`src/rtl/core/tmrle_pkg.sv`:
```
// Shared types and constants for the tile map run-length decoder.
`timescale 1ns / 1ps

package tmrle_pkg;

    // Largest map height the row counter has to reach
    localparam int MAX_ROWS = 64;
    localparam int ROW_W    = $clog2(MAX_ROWS + 1);

    // Command queue between the front and back parts
    localparam int QUEUE_DEPTH = 2;
    localparam int QPTR_W      = (QUEUE_DEPTH > 1) ? $clog2(QUEUE_DEPTH) : 1;
    localparam int QCNT_W      = $clog2(QUEUE_DEPTH + 1);

    // Configuration port
    localparam int CFG_INDEX_W = 4;
    localparam int CFG_DATA_W  = 16;
    localparam logic [CFG_INDEX_W-1:0] REG_COLUMN_COUNT = CFG_INDEX_W'(0);
    localparam logic [CFG_INDEX_W-1:0] REG_ROW_COUNT    = CFG_INDEX_W'(1);

    localparam logic [11:0] COLUMN_COUNT_RST = 12'd400;
    localparam logic [6:0]  ROW_COUNT_RST    = 7'd18;

    // Stream word classes
    localparam logic [1:0] KIND_TOKEN    = 2'd0;
    localparam logic [1:0] KIND_LITERAL  = 2'd1;
    localparam logic [1:0] KIND_RUN_TILE = 2'd2;

    // Input item
    typedef struct packed {
        logic [15:0] stream_word;
        logic        new_map;
    } word_item_t;

    // Result item
    typedef struct packed {
        logic [15:0] tile_word;
        logic [5:0]  map_row;
        logic [15:0] first_column;
        logic [14:0] cell_count;
        logic        overshoot;
        logic        map_done;
    } fill_item_t;

    // Command from the classifier to the fill engine
    typedef struct packed {
        logic        clear;
        logic        fill;
        logic [15:0] tile;
        logic [14:0] cells;
        logic        last;
    } fill_cmd_t;

endpackage

```
`src/rtl/core/tmrle_front.sv`:
```
// Front part: accepts stream words and turns them into fill commands.
`timescale 1ns / 1ps

module tmrle_front
    import tmrle_pkg::*;
(
    input  logic       clk,
    input  logic       rst_n,
    input  logic       accept,
    input  word_item_t word,
    output logic       push,
    output fill_cmd_t  cmd
);

    logic [1:0]  kind_reg, kind_next;
    logic [14:0] cells_left_reg, cells_left_next;
    logic [14:0] run_length_reg, run_length_next;

    logic [1:0]  kind_cur;
    logic [14:0] cells_left_cur;
    logic [14:0] run_length_cur;
    logic [14:0] cells_dec;
    logic        fill;
    logic [14:0] cells;
    logic        last;

    // Start from cleared state when the word opens a new map
    assign kind_cur       = word.new_map ? KIND_TOKEN : kind_reg;
    assign cells_left_cur = word.new_map ? 15'd0 : cells_left_reg;
    assign run_length_cur = word.new_map ? 15'd0 : run_length_reg;
    assign cells_dec      = cells_left_cur - 15'd1;

    // Classify the word against the current token state
    always_comb
    begin
        kind_next       = kind_cur;
        cells_left_next = cells_left_cur;
        run_length_next = run_length_cur;
        fill            = 1'b0;
        cells           = 15'd1;
        last            = 1'b0;
        unique case (kind_cur)
            KIND_TOKEN:
            begin
                if (word.stream_word[15])
                begin
                    run_length_next = word.stream_word[14:0];
                    kind_next       = KIND_RUN_TILE;
                end
                else if (word.stream_word != 16'd0)
                begin
                    cells_left_next = word.stream_word[14:0];
                    kind_next       = KIND_LITERAL;
                end
            end
            KIND_LITERAL:
            begin
                cells_left_next = cells_dec;
                fill            = 1'b1;
                last            = (cells_dec == 15'd0);
                kind_next       = (cells_dec == 15'd0) ? KIND_TOKEN : KIND_LITERAL;
            end
            KIND_RUN_TILE:
            begin
                kind_next = KIND_TOKEN;
                fill      = (run_length_cur != 15'd0);
                cells     = run_length_cur;
                last      = 1'b1;
            end
            default:
            begin
                kind_next = KIND_TOKEN;
            end
        endcase
    end

    assign cmd.clear = word.new_map;
    assign cmd.fill  = fill;
    assign cmd.tile  = word.stream_word;
    assign cmd.cells = cells;
    assign cmd.last  = last;

    // Forward only words that fill cells or clear the map
    assign push = accept && (fill || word.new_map);

    // Advance token state on every accepted item
    always_ff @(posedge clk or negedge rst_n)
    begin
        if (!rst_n)
        begin
            kind_reg       <= KIND_TOKEN;
            cells_left_reg <= 15'd0;
            run_length_reg <= 15'd0;
        end
        else if (accept)
        begin
            kind_reg       <= kind_next;
            cells_left_reg <= cells_left_next;
            run_length_reg <= run_length_next;
        end
    end

endmodule

```
`src/rtl/core/tmrle_queue.sv`:
```
// Short command queue between the classifier and the fill engine.
`timescale 1ns / 1ps

module tmrle_queue
    import tmrle_pkg::*;
(
    input  logic      clk,
    input  logic      rst_n,
    input  logic      push,
    input  fill_cmd_t push_cmd,
    output logic      not_full,
    input  logic      pop,
    output logic      not_empty,
    output fill_cmd_t head
);

    fill_cmd_t         entry_reg [QUEUE_DEPTH];
    logic [QPTR_W-1:0] wr_ptr_reg, wr_ptr_next;
    logic [QPTR_W-1:0] rd_ptr_reg, rd_ptr_next;
    logic [QCNT_W-1:0] count_reg, count_next;

    assign not_full  = (count_reg != QCNT_W'(QUEUE_DEPTH));
    assign not_empty = (count_reg != QCNT_W'(0));
    assign head      = entry_reg[rd_ptr_reg];

    // Wrap pointers at the queue depth
    always_comb
    begin
        wr_ptr_next = wr_ptr_reg;
        rd_ptr_next = rd_ptr_reg;
        count_next  = count_reg;
        if (push)
        begin
            wr_ptr_next = (wr_ptr_reg == QPTR_W'(QUEUE_DEPTH - 1)) ? QPTR_W'(0)
                                                                   : wr_ptr_reg + QPTR_W'(1);
        end
        if (pop)
        begin
            rd_ptr_next = (rd_ptr_reg == QPTR_W'(QUEUE_DEPTH - 1)) ? QPTR_W'(0)
                                                                   : rd_ptr_reg + QPTR_W'(1);
        end
        if (push && !pop)
        begin
            count_next = count_reg + QCNT_W'(1);
        end
        else if (pop && !push)
        begin
            count_next = count_reg - QCNT_W'(1);
        end
    end

    always_ff @(posedge clk or negedge rst_n)
    begin
        if (!rst_n)
        begin
            wr_ptr_reg <= '0;
            rd_ptr_reg <= '0;
            count_reg  <= '0;
        end
        else
        begin
            wr_ptr_reg <= wr_ptr_next;
            rd_ptr_reg <= rd_ptr_next;
            count_reg  <= count_next;
        end
    end

    // Store the pushed command
    always_ff @(posedge clk)
    begin
        if (push)
        begin
            entry_reg[wr_ptr_reg] <= push_cmd;
        end
    end

`ifndef SYNTH
    a_no_push_when_full: assert property (@(posedge clk) disable iff (!rst_n)
        push |-> not_full)
        else $error("queue pushed while full");
    a_no_pop_when_empty: assert property (@(posedge clk) disable iff (!rst_n)
        pop |-> not_empty)
        else $error("queue popped while empty");
`endif

endmodule

```
`src/rtl/core/tmrle_back.sv`:
```
// Back part: tracks column budget and rows, and issues fill items.
`timescale 1ns / 1ps

module tmrle_back
    import tmrle_pkg::*;
(
    input  logic        clk,
    input  logic        rst_n,
    input  logic [11:0] column_count,
    input  logic [6:0]  row_count,
    input  logic        cmd_valid,
    input  fill_cmd_t   cmd,
    output logic        pop,
    output logic        fill_valid,
    input  logic        fill_ready,
    output fill_item_t  fill
);

    logic [15:0]      budget_reg, budget_next;
    logic [15:0]      column_reg, column_next;
    logic [ROW_W-1:0] row_reg, row_next;
    logic             finished_reg, finished_next;
    logic             out_valid_reg, out_valid_next;
    fill_item_t       out_reg;
    fill_item_t       out_next;

    logic [15:0]      budget_cur;
    logic [15:0]      column_cur;
    logic [ROW_W-1:0] row_cur;
    logic             finished_cur;
    logic             produce;
    logic [15:0]      cells_w;
    logic [16:0]      budget_diff;
    logic [15:0]      budget_after;
    logic [15:0]      column_after;
    logic [ROW_W-1:0] row_inc;
    logic [ROW_W-1:0] rows_limit;
    logic             row_end;
    logic             done;

    // Take a command when the output register is free or being drained
    assign pop = cmd_valid && (!out_valid_reg || fill_ready);

    // Clamp row_count into one to MAX_ROWS
    always_comb
    begin
        priority if (row_count == 7'd0)
        begin
            rows_limit = ROW_W'(1);
        end
        else if (32'(row_count) > 32'(MAX_ROWS))
        begin
            rows_limit = ROW_W'(MAX_ROWS);
        end
        else
        begin
            rows_limit = ROW_W'(row_count);
        end
    end

    // Apply a new map clear ahead of the fill
    assign budget_cur   = cmd.clear ? {4'd0, column_count} : budget_reg;
    assign column_cur   = cmd.clear ? 16'd0 : column_reg;
    assign row_cur      = cmd.clear ? ROW_W'(0) : row_reg;
    assign finished_cur = cmd.clear ? 1'b0 : finished_reg;

    // Budget, column and row arithmetic for one fill
    assign produce      = cmd.fill && !finished_cur;
    assign cells_w      = {1'b0, cmd.cells};
    assign budget_diff  = {budget_cur[15], budget_cur} - {1'b0, cells_w};
    assign budget_after = budget_cur - cells_w;
    assign column_after = column_cur + cells_w;
    assign row_inc      = row_cur + ROW_W'(1);
    assign row_end      = produce && cmd.last && (budget_after == 16'd0);
    assign done         = row_end && (row_inc >= rows_limit);

    always_comb
    begin
        budget_next   = budget_cur;
        column_next   = column_cur;
        row_next      = row_cur;
        finished_next = finished_cur;
        if (produce)
        begin
            budget_next   = row_end ? {4'd0, column_count} : budget_after;
            column_next   = row_end ? 16'd0 : column_after;
            row_next      = row_end ? row_inc : row_cur;
            finished_next = done;
        end
    end

    // Build the result item
    always_comb
    begin
        out_next.tile_word    = cmd.tile;
        out_next.map_row      = row_cur[5:0];
        out_next.first_column = column_cur;
        out_next.cell_count   = cmd.cells;
        out_next.overshoot    = budget_diff[16];
        out_next.map_done     = done;
    end

    // Hold the result until taken, load a new one when produced
    always_comb
    begin
        out_valid_next = out_valid_reg && !fill_ready;
        if (pop && produce)
        begin
            out_valid_next = 1'b1;
        end
    end

    always_ff @(posedge clk or negedge rst_n)
    begin
        if (!rst_n)
        begin
            budget_reg    <= {4'd0, COLUMN_COUNT_RST};
            column_reg    <= 16'd0;
            row_reg       <= '0;
            finished_reg  <= 1'b0;
            out_valid_reg <= 1'b0;
        end
        else
        begin
            out_valid_reg <= out_valid_next;
            if (pop)
            begin
                budget_reg   <= budget_next;
                column_reg   <= column_next;
                row_reg      <= row_next;
                finished_reg <= finished_next;
            end
        end
    end

    always_ff @(posedge clk)
    begin
        if (pop && produce)
        begin
            out_reg <= out_next;
        end
    end

    assign fill_valid = out_valid_reg;
    assign fill       = out_reg;

`ifndef SYNTH
    a_result_from_pop: assert property (@(posedge clk) disable iff (!rst_n)
        $rose(out_valid_reg) |-> $past(pop))
        else $error("result appeared without a command");
    a_done_sets_finished: assert property (@(posedge clk) disable iff (!rst_n)
        (pop && produce && done) |=> finished_reg)
        else $error("map done did not stop the decoder");
    a_row_in_range: assert property (@(posedge clk) disable iff (!rst_n)
        !finished_reg |-> (32'(row_reg) < 32'(MAX_ROWS)))
        else $error("row position past the map while decoding");
`endif

endmodule

```
`src/rtl/core/tile_map_rle_decoder.sv`:
```
// Top level of the tile map run-length decoder.
`timescale 1ns / 1ps
//
//  channel  direction  handshake                payload
//  word     in         word_valid / word_ready  word_item_t: stream_word, new_map
//  fill     out        fill_valid / fill_ready  fill_item_t: tile, row, column, cells, flags
//  cfg      in         cfg_valid / cfg_ready    cfg_index, cfg_data
//
//  One word is taken per cycle while the queue has room; its fill goes through the queue, then out_reg.
//  The rate is set by the fill engine: one queued command per cycle unless fill output stalls.
//  Reset loads column_count 400 and row_count 18 and clears all decoder state.
//  A stalled fill output backs up the two-entry command queue, then word_ready drops.
//  cfg_ready is always high; writes take effect at the next budget load or row end.

module tile_map_rle_decoder
    import tmrle_pkg::*;
(
    input  logic                   clk,
    input  logic                   rst_n,
    input  logic                   word_valid,
    output logic                   word_ready,
    input  word_item_t             word,
    output logic                   fill_valid,
    input  logic                   fill_ready,
    output fill_item_t             fill,
    input  logic                   cfg_valid,
    output logic                   cfg_ready,
    input  logic [CFG_INDEX_W-1:0] cfg_index,
    input  logic [CFG_DATA_W-1:0]  cfg_data
);

    logic [11:0] column_count_reg;
    logic [6:0]  row_count_reg;
    logic        word_accept;
    logic        push;
    fill_cmd_t   push_cmd;
    logic        queue_not_full;
    logic        queue_not_empty;
    logic        pop;
    fill_cmd_t   head_cmd;

    assign cfg_ready   = 1'b1;
    assign word_ready  = queue_not_full;
    assign word_accept = word_valid && word_ready;

    // Configuration registers; unknown indexes are dropped
    always_ff @(posedge clk or negedge rst_n)
    begin
        if (!rst_n)
        begin
            column_count_reg <= COLUMN_COUNT_RST;
            row_count_reg    <= ROW_COUNT_RST;
        end
        else if (cfg_valid && cfg_ready)
        begin
            if (cfg_index == REG_COLUMN_COUNT)
            begin
                column_count_reg <= cfg_data[11:0];
            end
            else if (cfg_index == REG_ROW_COUNT)
            begin
                row_count_reg <= cfg_data[6:0];
            end
        end
    end

    tmrle_front u_front (
        .clk    (clk),
        .rst_n  (rst_n),
        .accept (word_accept),
        .word   (word),
        .push   (push),
        .cmd    (push_cmd)
    );

    tmrle_queue u_queue (
        .clk       (clk),
        .rst_n     (rst_n),
        .push      (push),
        .push_cmd  (push_cmd),
        .not_full  (queue_not_full),
        .pop       (pop),
        .not_empty (queue_not_empty),
        .head      (head_cmd)
    );

    tmrle_back u_back (
        .clk          (clk),
        .rst_n        (rst_n),
        .column_count (column_count_reg),
        .row_count    (row_count_reg),
        .cmd_valid    (queue_not_empty),
        .cmd          (head_cmd),
        .pop          (pop),
        .fill_valid   (fill_valid),
        .fill_ready   (fill_ready),
        .fill         (fill)
    );

endmodule

```
`config.mk`:
```
export PLATFORM = sky130hd
export DESIGN_NAME = tile_map_rle_decoder
export DESIGN_NICKNAME = d
export VERILOG_FILES = /design/src/rtl/core/tmrle_pkg.sv /design/src/rtl/core/tmrle_front.sv /design/src/rtl/core/tmrle_queue.sv /design/src/rtl/core/tmrle_back.sv /design/src/rtl/core/tile_map_rle_decoder.sv
export SDC_FILE = /design/constraint.sdc
export NUM_CORES = 1
export LEC_CHECK = 0
export BUFFER_PORTS_ARGS = -buffer_cell sky130_fd_sc_hd__buf_2
export CORE_MARGIN = 2
export CORE_UTILIZATION = 45
export DETAILED_ROUTE_END_ITERATION = 6
export PLACE_DENSITY = 0.72
export SLEW_MARGIN = 20
export SYNTH_ARGS = -nofsm -noshare
export SYNTH_HDL_FRONTEND = slang
export SYNTH_SLANG_ARGS = --single-unit
```
`constraint.sdc`:
```
create_clock -name clk -period 5.15 [get_ports clk]
set_input_delay 0.7725 -clock clk [delete_from_list [all_inputs] [get_ports clk]]
set_output_delay 0.7725 -clock clk [all_outputs]
set_load 0.01 [all_outputs]
```
==> reports/metrics.csv, run 1 <==
metric,value,unit
Routed WL,27.9,mm
worst hold margin,0.310,ns
CP Data Arrival Time,5.01,ns
total number of vias,8573,
Synth Net Count,1147,
worst vdd ir,315,µV
Routed WL per cell,18.3,µm
"Seq/Total Area, Yosys",52.3,%
Worst R2R Start,u_queue.rd_ptr_reg$_DFFE_PN0P_,
root cell of the clock tree,clkbuf_16,
Global Route Usage Sum,20.8,%
largest net degree at the start of global routing,55,
period utilization,89.5,%
actual slew at the worst max-slew pin,1.07,ns
setup TNS,0,ns
main combinational cell family by area after synthesis,simple AND/OR/NAND/NOR gates,
critical-path cell list,mux2_4 -> buf_4 -> mux2i_1 -> nor2_1 -> a2111oi_4 -> a211oi_1 -> o31ai_1 -> o21ai_1 -> xor2_1 -> nor2_2 -> and3_1 -> o21ai_1 -> a22o_1,
Adder-Cell Fraction of Synth Area,3.31,%
CTS sink cnt,219,
multiplexer area fraction after synthesis,6.98,%
"Cell Count, Final, Fillers Out",1525,
"count leader, synth",nand2_1,
CP dominant cell by count,o21ai_1,
fill count,2182,
Overflow after GRT,0,
Via density,5.62,
r2r setup slk,0.54,ns
Rows,58,
crit-path max FO,31,
layout cells sized above 1,20.2,%
Synth Area in Simple Gates,15.4,%
Mapped Area,11700,µm²
share of the synthesized area in the top cell type,31.7,%
Initial Util,46.1,%
Worst Reg-to-Reg Cells,13,
Final min period,4.61,ns
synth cell count leaders,"nand2_1 (128), edfxtp_1 (123), dfrtp_1 (88)",
critical path launch point type,flop,
XOR/XNOR Fraction of Synth Area,4.24,%
Post-synth ARST share,43.8,%
chip width,165,µm
H-tree Lvls,1,
"Clk pin slew, worst setup/hold paths",0.06,ns
Worst Clk Skew,0.0134,ns
Synth area leader,edfxtp_1,
Main synth FF type,edfxtp_1,
Required @ worst endpoint,5.55,ns
Pleak,5.51,nW
Syn Area/Cell,10.9,µm²
r2r endpoint,u_back.row_reg[6]$_DFFE_PN0P_,
synth unique cells,88,
CP Capture Type,flop,
CTS Buf Count,24,
Largest register FFs,68,
Slew HR,28.2,%
Fmax achieved,217,MHz
vias in the first global route,8278,
DIE AREA,27200,µm²
final slew viol count,0,
power density cells,639,nW/µm²
PostCTS Resize Cnt,0,
final net count,1248,
hold_buf cts,0,
Mapped Cells,1075,
area delta synth->final,15.4,%
1st-iter DRT viols,727,
First-pass DRT Iterations,6,
Yosys warnings,0,
crit-path max cell delay,0.60,ns
antenna violations before repair,0,
HP Class,in -> async,
Final Hold Vio Count,0,
fin util,53.2,%
# IOs,100,
clk buf depth,3,
kind of critical path,reg -> reg,
Buffers & Inverters on Critical Path,1,
Die Height,165,µm
Final HPWL DP,19.3,mm
setup bufs post-CTS,0,
Setup Viol. Count Final,0,
first-pass GRT wire length,44.4,mm
Compound-Gate Fraction of Synth Area,14.7,%
core area,25300,µm²
CP top delay family,compound AO/OA/AOI/OAI gates,
#FFs+latches synth,219,
PortBufs,94,
CTS tree,done,
remaining antenna violation count,0,
# Max-Cap Violations,0,
Placed Cells,1480,
# DRC,0,
Post-synth EDFFs,123,
CP max-delay cell,dfrtp_2,
outcome,completed,
GPL Wtd Cong,0.908,
RSZ-0062 raised after global routing,false,
Worst-Skew Late Latency,0.52,ns
synth top area cells,"edfxtp_1 (32%), dfrtp_1 (19%), nand2_1 (4.1%)",
-- logic make-up (layout without fill, tap and decap cells) --
kind of cell | Yosys count | after routing
other | 1 | 2
flip-flops | 219 | 219
AND/OR/NAND/NOR | 368 | 368
multiplexers | 68 | 68
buffers and inverters | 84 | 203
XOR/XNOR | 54 | 54
AO/OA/AOI/OAI | 250 | 250
adder cells (fa/ha/maj) | 31 | 31
-- per-layer routing --
layer	global-route usage (%)	share of wire, %
met1	29.5	46
met2	33.8	47
met3	2.89	5.1
met4	4.94	1.8
met5	0	0
-- stage by stage --
step,power (mW),area (µm²),worst slack (ns)
final,8.60,13500,0.540
after global routing,9.16,13500,0.225
after CTS,8.63,13500,0.582
after detailed placement,6.76,12600,0.600
after global placement,6.66,12600,0.696
after floorplan,5.67,11700,0.431
-- how the worst max path moves through the flow --
stage,startpoint,to,slack (ns),depth (start not counted)
after global routing,u_queue.rd_ptr_reg$_DFFE_PN0P_,u_back.column_reg[14]$_DFFE_PN0P_,0.23,15
after floorplan,u_queue.rd_ptr_reg$_DFFE_PN0P_,u_back.column_reg[14]$_DFFE_PN0P_,0.43,21
after global placement,u_queue.rd_ptr_reg$_DFFE_PN0P_,u_back.row_reg[6]$_DFFE_PN0P_,0.70,12
after CTS,u_queue.rd_ptr_reg$_DFFE_PN0P_,u_back.row_reg[6]$_DFFE_PN0P_,0.58,13
after detailed placement,u_queue.rd_ptr_reg$_DFFE_PN0P_,u_back.budget_reg[3]$_DFFE_PN0P_,0.60,14
final,u_queue.rd_ptr_reg$_DFFE_PN0P_,u_back.row_reg[6]$_DFFE_PN0P_,0.54,13
-- placed cells by master (no fill, tap or decap), drive strengths merged, types with 28 or more instances in the layout --
| cell type | synthesis | layout |
|---|---|---|
| nand2 | 129 | 129 |
| edfxtp | 123 | 123 |
| buf | 12 | 121 |
| dfrtp | 88 | 88 |
| nor2 | 80 | 80 |
| o21ai | 69 | 69 |
| a21oi | 46 | 46 |
| mux2 | 42 | 42 |
| and2 | 41 | 41 |
| inv | 36 | 37 |
| xnor2 | 35 | 35 |
| clkbuf | 34 | 34 |
| a22o | 32 | 32 |
| ha | 30 | 30 |
| nor3 | 28 | 28 |
-- area by class of cell --
type	instances	area [µm²]	share of cell area, %
repair buffers	121	701	5.20
well taps	330	413	3.07
multi-input cells	772	5240	38.9
flip-flops and latches	219	6110	45.4
inverters	38	143	1.06
clock inverters	10	141	1.05
diodes	1	2.50	0.0186
clock buffers	34	722	5.36
-- where the power goes --
| part | switching, mW | leakage (nW) | internal, mW |
|---|---|---|---|
| registers | 0.373 | 2.34 | 2.52 |
| clock network | 0.708 | 0.420 | 1.13 |
| logic | 2.30 | 2.75 | 1.57 |
No activity file was read; power rests on OpenSTA's default activity.
==> run 2: changes to the inputs <==
--- a/config.mk
+++ b/config.mk
@@ -6,11 +6,11 @@
 export NUM_CORES = 1
 export LEC_CHECK = 0
 export BUFFER_PORTS_ARGS = -buffer_cell sky130_fd_sc_hd__buf_2
-export CORE_MARGIN = 2
 export CORE_UTILIZATION = 45
 export DETAILED_ROUTE_END_ITERATION = 6
 export PLACE_DENSITY = 0.72
-export SLEW_MARGIN = 20
+export SLEW_MARGIN = 10
 export SYNTH_ARGS = -nofsm -noshare
 export SYNTH_HDL_FRONTEND = slang
+export SYNTH_HIERARCHICAL = 1
 export SYNTH_SLANG_ARGS = --single-unit
==> reports/metrics.csv, run 2 <==
metric,value,unit,change
setup bufs post-CTS,0,,unchanged
Worst-Skew Late Latency,0.53,ns,about the same
Post-synth ARST share,43.8,%,unchanged
Slew HR,29.6,%,+1.4 points
CTS Buf Count,24,,unchanged
PortBufs,94,,unchanged
# DRC,0,,unchanged
1st-iter DRT viols,493,,-32%
H-tree Lvls,1,,unchanged
Main synth FF type,edfxtp_1,,
"Cell Count, Final, Fillers Out",1443,,-5.4%
final net count,1184,,-5.1%
Routed WL per cell,17.4,µm,-4.8%
DIE AREA,26900,µm²,-1.1%
outcome,completed,,
Pleak,5.58,nW,+1.3%
kind of critical path,reg -> reg,,
Synth Net Count,1117,,-2.6%
share of the synthesized area in the top cell type,31.2,%,-0.44 points
# IOs,100,,unchanged
crit-path max FO,34,,+9.7%
Mapped Area,11800,µm²,+1.4%
Placed Cells,1399,,-5.5%
Die Height,164,µm,-0.53%
pre-CTS setup slack,0.720,ns,+0.120 ns
fin util,52.1,%,-1.0 points
RSZ-0062 raised after global routing,false,,
period utilization,87.0,%,-2.5 points
critical path launch point type,flop,,
power density cells,632,nW/µm²,-1.1%
"most common cell after layout, fill and taps aside",edfxtp_1,,
Placed Area,12500,µm²,-1.1%
Fmax achieved,223,MHz,+2.9%
Largest register FFs,68,,unchanged
Synth area leader,edfxtp_1,,
synth cell count leaders,"edfxtp_1 (123), dfrtp_1 (88), nand2_1 (67)",,
Worst Clk Skew,0.0252,ns,+0.0118 ns
# diodes,0,,-1
core area,25500,µm²,+0.57%
clk buf depth,3,,unchanged
Final HPWL DP,17.7,mm,-8.4%
largest net degree at the start of global routing,56,,+1.8%
Post-synth EDFFs,123,,unchanged
Global Route Usage Sum,18.7,%,-2.1 points
final slew viol count,0,,unchanged
"count leader, synth",edfxtp_1,,
GPL Wtd Cong,0.882,,-2.9%
root cell of the clock tree,clkbuf_16,,
First-pass DRT Iterations,5,,-1
Syn Area/Cell,11.5,µm²,+6.0%
most frequent cells in the layout,"edfxtp_1 (123), buf_2 (93), dfrtp_1 (87)",,
Required @ worst endpoint,5.54,ns,about the same
#FFs+latches synth,219,,unchanged
hold_buf cts,0,,unchanged
CP Data Arrival Time,4.88,ns,-0.13 ns
Overflow after GRT,0,,unchanged
remaining antenna violation count,0,,unchanged
Rows,58,,unchanged
chip width,164,µm,-0.53%
synth unique cells,82,,-6.8%
Tot Pwr,8.40,mW,-2.4%
fill count,2196,,+0.64%
PostCTS Resize Cnt,0,,unchanged
Mapped Cells,1028,,-4.4%
area delta synth->final,12.2,%,
vias in the first global route,7726,,-6.7%
total number of vias,8048,,-6.1%
worst vdd ir,394,µV,+25%
"Seq/Total Area, Yosys",51.6,%,-0.72 points
actual slew at the worst max-slew pin,1.05,ns,-0.0247 ns
setup TNS,0,ns,unchanged
Initial Util,46.5,%,+0.38 points
Seq. cell area,6110,µm²,unchanged
Yosys warnings,6,,+6
# Max-Cap Violations,0,,unchanged
CP Capture Type,flop,,
HP Class,in -> async,,
Final Hold Vio Count,0,,unchanged
Final min period,4.48,ns,-0.128 ns
antenna violations before repair,0,,unchanged
Final Instance Area,13300,µm²,-1.4%
multi-input logic area,5190,µm²,-0.88%
CTS sink cnt,219,,unchanged
first-pass GRT wire length,39.7,mm,-11%
layout cells sized above 1,22.5,%,+2.3 points
Routed WL,25.1,mm,-9.9%
CTS tree,done,,
worst hold margin,0.299,ns,-0.0112 ns
Via density,5.58,,-0.79%
slack of the critical path,0.668,ns,+0.128 ns
"Clk pin slew, worst setup/hold paths",0.06,ns,about the same
synth top area cells,"edfxtp_1 (31%), dfrtp_1 (19%), ha_1 (4.8%)",,
Setup Viol. Count Final,0,,unchanged
==> run 2: changes by cell type in the layout (fill, tap and decap cells not counted), sizes merged, moves of 17 or more <==
cell	before	now
nand2	129	67
nor2b	11	38
mux2	42	68
o21ai	69	46
nor2	80	60
and2	41	24
mux2i	26	9
==> run 2: logic make-up after synthesis <==
logic type	share of synthesized area [%]
simple gates	14.9
flops	51.6
compound gates	12.9
buf+inv	4.79
mux	8.37
fa+ha+maj	5.10
xor+xnor	2.29
other cells	0.0317
==> run 2: worst paths after layout <==
path | startpoint | slack (ns) | end | cells past startpoint
worst max-delay path | u_queue/rd_ptr_reg$_DFFE_PN0P_ | 0.67 | u_back/row_reg[6]$_DFFE_PN0P_ | 14
worst min-delay path | rst_n | 0.30 | u_back/column_reg[11]$_DFFE_PN0P_ | 1
worst max register to register | u_queue/rd_ptr_reg$_DFFE_PN0P_ | 0.67 | u_back/row_reg[6]$_DFFE_PN0P_ | 14
worst min register to register | u_back/budget_reg[7]$_DFFE_PN1P_ | 0.47 | u_back/budget_reg[7]$_DFFE_PN1P_ | 2
max in group asynchronous | rst_n | 3.76 | u_front/cells_left_reg[7]$_DFFE_PN0P_ | 2
min in group clk | u_back/budget_reg[7]$_DFFE_PN1P_ | 0.47 | u_back/budget_reg[7]$_DFFE_PN1P_ | 2
==> run 2: critical path: stages (launching register included) <==
cell and delay (ns):
dfrtp_2 0.36, buf_4 0.49, mux2_4 0.39, ha_1 0.23, fa_1 0.40, and3b_1 0.26, o221a_2 0.26, or4b_2 0.13
o311ai_0 0.24, a2111oi_2 0.46, nand4bb_1 0.21, nor4_4 0.24, buf_4 0.25, o21ai_0 0.16, a22o_1 0.26
==> run 2: report_power, final <==
part           internal, mW  total (mW)  switching [mW]
registers              2.52        2.86           0.335
clock network          1.06        1.76           0.702
logic                  1.62        3.78            2.15
total                  5.21        8.40            3.19
==> run 2: per-layer routing <==
layer / global-route usage [%] / routed length [µm] / up-vias
met5: 0 / 0 / -
met2: 32.2 / 12400 / 182
li1: - / - / 3914
met1: 24.5 / 11000 / 3916
met3: 2.55 / 1230 / 36
met4: 5.18 / 468 / 0
==> run 2: final cells by class <==
| class | count | share of cell area, % |
|---|---|---|
| flip-flops and latches | 219 | 46.0 |
| multi-input cells | 698 | 39.1 |
| clock buffers | 25 | 4.55 |
| repair buffers | 111 | 4.52 |
| well taps | 330 | 3.11 |
| clock inverters | 19 | 1.61 |
| inverters | 41 | 1.16 |
==> run 3: changes to the inputs <==
==> constraint.sdc (replaced) <==
create_clock -name clk -period 5.15 [get_ports clk]
set_input_delay 0.515 -clock clk [delete_from_list [all_inputs] [get_ports clk]]
set_output_delay 0.515 -clock clk [all_outputs]
set_load 0.01 [all_outputs]
==> reports/metrics.csv, run 3 (synthesized netlist as in run 2, its figures left out) <==
metric,value,unit,change
Combinational Power Share,45.7,%,+0.7 points
layout cells sized above 1,22.0,%,-0.46 points
Rows,58,,unchanged
chip width,164,µm,unchanged
vias in the first global route,7844,,+1.5%
Die Height,164,µm,unchanged
period utilization,87.4,%,+0.39 points
Largest register FFs,68,,unchanged
Worst-Skew Late Latency,0.52,ns,about the same
power density cells,628,nW/µm²,-0.72%
# diodes,0,,unchanged
antenna violations before repair,0,,unchanged
fin util,51.8,%,-0.35 points
Sw Ratio,38.5,%,+0.47 points
pre-CTS setup slack,0.690,ns,-0.0304 ns
GPL Wtd Cong,0.875,,-0.84%
worst vdd ir,316,µV,-20%
crit-path max FO,34,,unchanged
clock share of power,19.8,%,-1.2 points
# Max-Cap Violations,0,,unchanged
Worst Reg-to-Reg Cells,14,,unchanged
slack of the critical path,0.648,ns,-0.0201 ns
Global Route Usage Sum,18.8,%,+0.078 points
Routed WL per cell,17.5,µm,+0.28%
CP Data Arrival Time,4.91,ns,+0.03 ns
Final min period,4.50,ns,+0.0201 ns
CP top delay family,compound AO/OA/AOI/OAI gates,,
clk buf depth,3,,unchanged
RSZ-0062 raised after global routing,false,,
HP Class,in -> async,,
PortBufs,94,,unchanged
final slew viol count,0,,unchanged
CTS sink cnt,219,,unchanged
Buffers & Inverters on Critical Path,2,,unchanged
total number of vias,8108,,+0.75%
"Clk pin slew, worst setup/hold paths",0.06,ns,about the same
largest net degree at the start of global routing,56,,unchanged
"most common cell after layout, fill and taps aside",edfxtp_1,,
Fmax achieved,222,MHz,-0.45%
core area,25500,µm²,unchanged
Required @ worst endpoint,5.55,ns,about the same
Setup Viol. Count Final,0,,unchanged
r2r setup slk,0.65,ns,-0.02 ns
CTS tree,done,,
kind of critical path,reg -> reg,,
Overflow after GRT,0,,unchanged
CTS Buf Count,24,,unchanged
H-tree Lvls,1,,unchanged
crit-path max cell delay,0.50,ns,about the same
critical-path cell list,buf_4 -> mux2_4 -> ha_1 -> fa_1 -> and3b_1 -> o221a_2 -> o21ai_0 -> a21oi_1 -> nor4_1 -> a211o_1 -> nor4_4 -> buf_4 -> o21ai_0 -> a22o_1,,
actual slew at the worst max-slew pin,1.17,ns,+0.121 ns
outcome,completed,,
Final Hold Vio Count,0,,unchanged
First-pass DRT Iterations,5,,unchanged
Via density,5.63,,+1.0%
internal power,5.10,mW,-2.1%
Seq pwr share,34.5,%,+0.5 points
Pleak,5.53,nW,-0.94%
first-pass GRT wire length,40.2,mm,+1.3%
1st-iter DRT viols,656,,+33%
setup TNS,0,ns,unchanged
setup bufs post-CTS,0,,unchanged
r2r endpoint,u_back/row_reg[1]$_DFFE_PN0P_,,
Slew HR,21.8,%,-7.8 points
critical path launch point type,flop,,
PostCTS Resize Cnt,0,,unchanged
# IOs,100,,unchanged
Critical Path Start,u_queue/rd_ptr_reg$_DFFE_PN0P_,,
DIE AREA,26900,µm²,unchanged
Worst Clk Skew,0.0114,ns,-0.0139 ns
hold_buf cts,0,,unchanged
final net count,1180,,-0.34%
CP max-delay cell,buf_4,,
Net Sw Power,3.18,mW,-0.18%
Final HPWL DP,17.5,mm,-1.1%
Worst R2R Start,u_queue/rd_ptr_reg$_DFFE_PN0P_,,
area delta synth->final,11.5,%,
CP Capture Type,flop,,
Routed WL,25.1,mm,unchanged
root cell of the clock tree,clkbuf_16,,
remaining antenna violation count,0,,unchanged
Initial Util,46.5,%,unchanged
worst hold margin,0.0505,ns,-0.249 ns
# DRC,0,,unchanged
most frequent cells in the layout,"edfxtp_1 (123), buf_2 (93), dfrtp_1 (87)",,
[run 3: cell types whose count changed in the layout (fill, tap and decap cells not counted), sizes merged]
cell / before / now
clkinvlp: 1 / 2
inv: 42 / 41
clkbuf: 25 / 33
bufinv: 4 / 1
clkinv: 13 / 8
buf: 111 / 107
[run 3: worst max-delay path by stage]
stage,endpoint,slack [ns],cells past startpoint
6_report,u_back/row_reg[1]$_DFFE_PN0P_,0.65,14
5_1_grt,u_back/row_reg[1]$_DFFE_PN0P_,0.37,14
4_1_cts,u_back/row_reg[1]$_DFFE_PN0P_,0.65,14
3_5_place_dp,u_back/row_reg[5]$_DFFE_PN0P_,0.69,14
3_3_place_gp,u_back/row_reg[5]$_DFFE_PN0P_,0.78,14
2_1_floorplan,u_back/column_reg[15]$_DFFE_PN0P_,0.32,19
[run 3: worst reg2reg max path: stages, from the launching register on]
cell,delay [ns]
dfrtp_2,0.36
buf_4,0.50
mux2_4,0.40
ha_1,0.23
fa_1,0.40
and3b_1,0.26
o221a_2,0.26
o21ai_0,0.14
a21oi_1,0.36
nor4_1,0.09
a211o_1,0.35
nor4_4,0.35
buf_4,0.25
o21ai_0,0.17
a22o_1,0.27
[run 3: layer usage]
metal	GRT usage, %	part of all wire [%]
met1	24.7	44
met2	32.3	50
met3	2.85	4.7
met4	4.50	1.7
met5	0	0
[run 3: layout make-up]
cell class | instances | area [µm²]
fill | 2209 | 12300
sequential | 219 | 6110
multi-input combinational | 698 | 5190
clock buffer | 33 | 664
timing repair buffer | 107 | 571
tap | 330 | 413
inverter | 41 | 154
clock inverter | 11 | 93.8
[run 3: power groups by stage]
stage	logic [mW]	clock network, mW	registers, mW
finish	3.78	1.64	2.86
global route	4.18	1.75	2.93
CTS	3.78	1.68	2.86
detailed placement	3.76	0	2.89
global placement	3.66	0	2.87
floorplan	2.89	0	2.89
[run 3: through the flow]
| step | area, µm² | instances | total power, mW |
|---|---|---|---|
| floorplan | 11800 | 1028 | 5.77 |
| global placement | 12400 | 1395 | 6.53 |
| detailed placement | 12400 | 1395 | 6.65 |
| CTS | 13200 | 1439 | 8.31 |
| global route | 13200 | 1439 | 8.85 |
| finish | 13200 | 1439 | 8.28 |
